[src/hvt_pkg.sv]
// shared widths, types and register codes for the homogeneous vertex transform
// no dependencies
package hvt_pkg;

  localparam int unsigned COEF_W     = 16;
  localparam int unsigned COORD_W    = 24;
  localparam int unsigned PROD_W     = COEF_W + COORD_W;
  localparam int unsigned PAIR_W     = PROD_W + 1;
  localparam int unsigned SUM_W      = PROD_W + 2;
  localparam int unsigned FRAC_SHIFT = 8;
  localparam int unsigned OUT_W      = 32;
  localparam int unsigned COLOR_W    = 8;
  localparam int unsigned N_ROWS     = 4;
  localparam int unsigned N_COLS     = 4;
  localparam int unsigned ROW_W      = N_COLS * COEF_W;
  localparam int unsigned CFG_IDX_W  = 3;
  localparam int unsigned LATENCY    = 3;

  typedef enum logic [CFG_IDX_W-1:0] {
    CFG_ROW_ONE   = 3'd0,
    CFG_ROW_TWO   = 3'd1,
    CFG_ROW_THREE = 3'd2,
    CFG_ROW_FOUR  = 3'd3
  } cfg_reg_e;

  localparam logic [ROW_W-1:0] ROW_ONE_RESET   = 64'h0000_0000_0000_0100;
  localparam logic [ROW_W-1:0] ROW_TWO_RESET   = 64'h0000_0000_0100_0000;
  localparam logic [ROW_W-1:0] ROW_THREE_RESET = 64'h0000_0100_0000_0000;
  localparam logic [ROW_W-1:0] ROW_FOUR_RESET  = 64'h0100_0000_0000_0000;

  typedef logic [N_COLS-1:0][COEF_W-1:0] coef_row_t;
  typedef coef_row_t [N_ROWS-1:0]        coef_mat_t;
  typedef logic [N_COLS-1:0][PROD_W-1:0] prod_row_t;
  typedef prod_row_t [N_ROWS-1:0]        prod_mat_t;
  typedef logic [N_COLS-1:0][COORD_W-1:0] vertex_t;

endpackage

[src/hvt_row_reduce.sv]
// second and third stages of one row: pair sums, final sum, shift and saturate
// depends on hvt_pkg
module hvt_row_reduce (
  input  logic              clk_i,
  input  logic              negate_w_i,
  input  hvt_pkg::prod_row_t prod_i,
  output logic [hvt_pkg::OUT_W-1:0] result_o
);
  import hvt_pkg::*;

  localparam int unsigned SHIFT_W = SUM_W - FRAC_SHIFT;

  logic signed [PAIR_W-1:0]  lo_d, lo_q, hi_d, hi_q;
  logic signed [SUM_W-1:0]   sum;
  logic signed [SHIFT_W-1:0] shifted;
  logic [OUT_W-1:0]          result_d, result_q;

  always_comb begin
    lo_d = PAIR_W'($signed(prod_i[0])) + PAIR_W'($signed(prod_i[1]));
    if (negate_w_i) begin
      hi_d = PAIR_W'($signed(prod_i[2])) - PAIR_W'($signed(prod_i[3]));
    end else begin
      hi_d = PAIR_W'($signed(prod_i[2])) + PAIR_W'($signed(prod_i[3]));
    end
  end

  always_ff @(posedge clk_i) begin
    lo_q <= lo_d;
    hi_q <= hi_d;
  end

  always_comb begin
    sum     = SUM_W'(lo_q) + SUM_W'(hi_q);
    shifted = sum[SUM_W-1:FRAC_SHIFT];
    if (shifted[SHIFT_W-1:OUT_W-1] == '0 || shifted[SHIFT_W-1:OUT_W-1] == '1) begin
      result_d = shifted[OUT_W-1:0];
    end else if (shifted[SHIFT_W-1]) begin
      result_d = {1'b1, {(OUT_W-1){1'b0}}};
    end else begin
      result_d = {1'b0, {(OUT_W-1){1'b1}}};
    end
  end

  always_ff @(posedge clk_i) begin
    result_q <= result_d;
  end

  assign result_o = result_q;

endmodule

[config.mk]
export PLATFORM = sky130hd
export DESIGN_NAME = hvt_row_reduce
export DESIGN_NICKNAME = d
export VERILOG_FILES = /design/src/hvt_pkg.sv /design/src/hvt_row_reduce.sv
export SDC_FILE = /design/constraint.sdc
export NUM_CORES = 1
export LEC_CHECK = 0
export ABC_AREA = 0
export BUFFER_PORTS_ARGS = -buffer_cell sky130_fd_sc_hd__buf_2
export CAP_MARGIN = 10
export CELL_PAD_IN_SITES_DETAIL_PLACEMENT = 1
export CELL_PAD_IN_SITES_GLOBAL_PLACEMENT = 2
export CORE_ASPECT_RATIO = 1.5
export CORE_UTILIZATION = 33
export CTS_CLUSTER_DIAMETER = 200
export DETAILED_ROUTE_END_ITERATION = 8
export PLACE_DENSITY = 0.91
export SKIP_CTS_REPAIR_TIMING = 1
export SLEW_MARGIN = 20
export SYNTH_ARGS = -nofsm -noshare
export SYNTH_HDL_FRONTEND = slang
export SYNTH_SLANG_ARGS = --single-unit
export TNS_END_PERCENT = 50
[constraint.sdc]
create_clock -name clk_i -period 6.9 [get_ports clk_i]
set_clock_uncertainty 0.1 [all_clocks]
set_input_delay 1.38 -clock clk_i [delete_from_list [all_inputs] [get_ports clk_i]]
set_output_delay 1.38 -clock clk_i [all_outputs]
set_load 0.02 [all_outputs]
# [Word level (Yosys, flattened, before mapping)]
# Index checks and enable logic that the tools add are counted.
# Widths: inputs -> output; s select.
[totals] word_cells=13 ff_bits=114
[op_classes] n_eq_ne=1 add_sub_neg=4 muxes=3 n_reduce_logical=2
[ops] operator="$add 40x40->41" count=2
[ops] operator="$mux 32" count=2
[ops] operator="$add 41x41->42" count=1
[ops] operator="$mux 41" count=1
[ops] operator="$sub 40x40->41" count=1
[ops] operator="$eq 3x3->1 const B" count=1
[ops] operator="$logic_not 3->1" count=1
[ops] operator="$logic_or 1x1->1" count=1

# [Depth between registers and ports, before layout]
[logic_depth] depth_word=4 ltp_mapped=18

# [Least setup slack after synthesis]
# No wires, ideal clock.
[synth_path] kind="input-to-reg" start="input port prod_i[124] in the netlist's numbering" end="register hi_q[40]" slack_ns=1.486 arrival_time_ns=5.211 setup_ns=0.103 path_buffers=0 stages=17 required_ns=6.697 path_cell_list="nor3_1 -> nand2_1 -> nor4_1 -> nand2_1 -> nor4_1 -> a21oi_1 -> xnor2_1 -> ha_1 -> a21oi_1 -> o21ai_1 -> a221o_1 -> a221o_1 -> a21o_1 -> a41o_1 -> a2111o_1 -> and4_4 -> a2111oi_2"
[synth_via] elab_chain_len=2 elab_cells_between_ends=3
[synth_rtl] element="start, declared" line="hvt_row_reduce.sv:6" source="input hvt_pkg::prod_row_t prod_i,"
[synth_rtl] element="$add 40x40->41 or $sub 40x40->41 (tied branches)" line="hvt_row_reduce.sv:23, hvt_row_reduce.sv:21"
[synth_rtl] element="$mux 41 *" line="hvt_row_reduce.sv:20" source="if (negate_w_i) begin"
[synth_rtl] element="net hi_d[40]" line="hvt_row_reduce.sv:13" source="logic signed [PAIR_W-1:0] lo_d, lo_q, hi_d, hi_q;"
[synth_rtl] element="end signal, assigned" line="hvt_row_reduce.sv:29" source="hi_q <= hi_d;"
[synth_rtl] element="end, declared" line="hvt_row_reduce.sv:13"
# The timed path passes the listed nets; every way through them passes the cells marked *.

# [Worst setup path in the final report]
# Same ends and word-level chain as after synthesis.

==> impl_results.md <==
- Status: finished, final reports clean
- Final setup fails: 0
- I/O Buffers: 193
- Most common cell after layout, fill and taps aside: buf_2
- Max-cap violations: 0
- Total Wirelength: 30000 µm
- Die Y: 211 µm
- Max layer used: met4
- H-tree depth: 4
- Commonest cells after routing, fill and taps aside: buf_2 (193), a21oi_1 (124), ha_1 (121)
- Crit share post-route: 0.842
- Top FF cell, synth: dfxtp_1
- Arr. time, crit path: 6030 ps
- Slew HR: 0.345
- Core area: 28600 µm²
- Vias: 9465
- Flops & latches, synth: 114
- Highest net fanout along the worst path: 6
- Kind of critical path: in2reg
- Leak: 5.25 nW
- Power density over cell area: 347 nW/µm²
- Sequential Area: 2280 µm²
- First-pass GRT wire length: 48400 µm
- Reg-to-reg slack, setup: 3140 ps
- Total negative slack: 0 ps
- Dpl cell area: 10900 µm²
- First-pass DRT Iterations: 4
- 1st-iter DRT viols: 356
- Pre-CTS WS: 678 ps
- Total gr overflow: 0
- Post-synth EDFFs: 0
- Crit. End Element: flip-flop
- Fin worst setup slack: 1090 ps
- Num CTS Buffers: 17
- HPWL after DPL: 25100 µm
- Worst flop-to-flop path startpoint: lo_q[8]
- Max Fclk: 172 MHz
- Initial antenna violation count: 0
- Die footprint: 29800 µm²
- Met2 WL post-DR: 15400 µm
- Rows: 76
- Startpoint Class: input port
- Worst r2r path cells: 11
- Largest net degree at the start of global routing: 42
- Final #Nets: 1663
- Fill count: 3554
- Worst Tran Pin Value: 970 ps
- Ant. Diodes: 0
- Post-layout minimum cycle time: 5810 ps
- Final Slew Violations: 0
- DR DRC count: 0
- CTS sink cnt: 114
- All-Layer GR Usage: 0.205
- Synth warn: 0
- Clk slew on worst S/H paths: 60 ps
- Ports: 194
- Area Growth Syn to Fin: 20.3%
- Root Driver: clkbuf_16
- CTS Buffer Depth: 2
- Layout cells sized above 1: 0.169
- RSZ-0062 raised after global routing: false
- R2R Path End: result_o[9]
- Syn_nets: 1482
- Initial Util: 0.335
- Multi-input logic area: 7020 µm²
- Synth unique cells: 65
- Hold_sp: lo_q[21]
- Routed WL per cell: 16.8 µm
- Fin. Hold Viols: 0
- Final Instance Area: 11500 µm²
- Synthesized instance count: 1197
- Die span in x: 141 µm
- Seq/Total Area, Yosys: 0.238
- Post-Syn Area per Cell: 8.01 µm²
- Clock latency on the worst-skew pair: 420 ps
- Hold Path Sink: result_o[13]
- Routability-driven placement congestion ratio: 0.893
- Asr flop ratio synth: 0
- Hold crit path type: reg2reg
- VDD IR-drop max: 132 µV
- Mapped Area: 9590 µm²
- Utilization after layout: 0.403
- Wire length on met1: 12900 µm
- CTS tree: built
- Vias in the first global route: 9843
- DR WL met3: 864 µm
- WP data required: 7120 ps
- Vias per cell: 5.32
- Hold depth: 3
- Post-route ant nets: 0
critical path, stage by stage:
cell and delay [ps]:
buf_2 110, nor3_1 250, nand2_1 110, nor4_1 360, nand2_1 140, nor4_1 520, a21oi_1 180, xnor2_1 160
ha_1 370, a21oi_1 230, o21ai_1 140, a221o_1 350, a221o_1 320, a21o_1 180, a41o_1 280, a2111o_1 420
and4_4 210, a2111oi_2 330
registers in the layout (all words and copies together), names as in the netlist:
name / count
result_o: 32
hi_q: 41
lo_q: 41
per-stage QoR:
step / power (W) / cells / hold slack (ps)
after floorplan: 0.00248 / 1197 / 547
after global placement: 0.00304 / 1749 / 632
after detailed placement: 0.00310 / 1749 / 648
after CTS: 0.00403 / 1780 / 656
after global routing: 0.00429 / 1780 / 691
final: 0.00400 / 1780 / 661
power by group:
group          internal (W)  leakage (nW)  total, W  switching (W)
clock              0.000591         0.299  0.000896       0.000305
sequential         0.000899         0.961  0.000982      0.0000838
combinational      0.000839          3.99   0.00212        0.00128
area by class of cell:
type / count / area share
Tap cell: 390 / 0.0423
Clock inverter: 10 / 0.0114
Sequential cell: 114 / 0.198
Inverter: 44 / 0.0143
Multi-Input combinational cell: 1006 / 0.608
Timing Repair Buffer: 195 / 0.0850
Clock buffer: 21 / 0.0408
layer usage:
metal	up-vias	global-route usage
met5	-	0
met4	0	0.0783
met3	42	0.0256
met2	181	0.384
met1	4496	0.232
li1	4746	-
synthesized netlist by cell type (all sizes together), types with 9 or more instances:
| master | n | area, µm² |
|---|---|---|
| ha | 121 | 1510 |
| a31oi | 10 | 62.6 |
| nor4 | 12 | 81.3 |
| nand2 | 66 | 248 |
| nand3 | 24 | 120 |
| o21bai | 20 | 150 |
| a21oi | 124 | 621 |
| clkbuf | 32 | 120 |
| nor2 | 103 | 387 |
| o31ai | 9 | 67.6 |
| xnor2 | 91 | 797 |
| nor3 | 39 | 195 |
| xor2 | 40 | 350 |
| inv | 44 | 165 |
| o21ai | 91 | 455 |
| o21a | 20 | 150 |
| nand4 | 16 | 100 |
| nand2b | 18 | 113 |
| nor2b | 17 | 106 |
| a21o | 58 | 437 |
| dfxtp | 114 | 2280 |
| and3 | 11 | 68.8 |
worst max-delay path by stage:
| stage | end | slack (ps) | cells past startpoint | startpoint |
|---|---|---|---|---|
| after floorplan | hi_q[40] | 1490 | 17 | prod_i[124] |
| after global placement | hi_q[40] | 790 | 18 | prod_i[124] |
| after detailed placement | hi_q[40] | 680 | 18 | prod_i[124] |
| after CTS | hi_q[40] | 1100 | 18 | prod_i[124] |
| after global routing | hi_q[40] | 730 | 18 | prod_i[124] |
| final | hi_q[40] | 1090 | 18 | prod_i[124] |
kinds of logic (layout without fill, tap and decap cells):
| family | count (synthesis) | after routing | synth area share |
|---|---|---|---|
| buffers and inverters | 77 | 270 | 0.0301 |
| multiplexers | 4 | 4 | 0.00418 |
| adder cells (fa/ha/maj) | 123 | 123 | 0.162 |
| AO/OA/AOI/OAI | 408 | 408 | 0.272 |
| XOR/XNOR | 131 | 131 | 0.120 |
| flip-flops | 114 | 114 | 0.238 |
| AND/OR/NAND/NOR | 340 | 340 | 0.174 |
(Power assumes the default switching activity.)
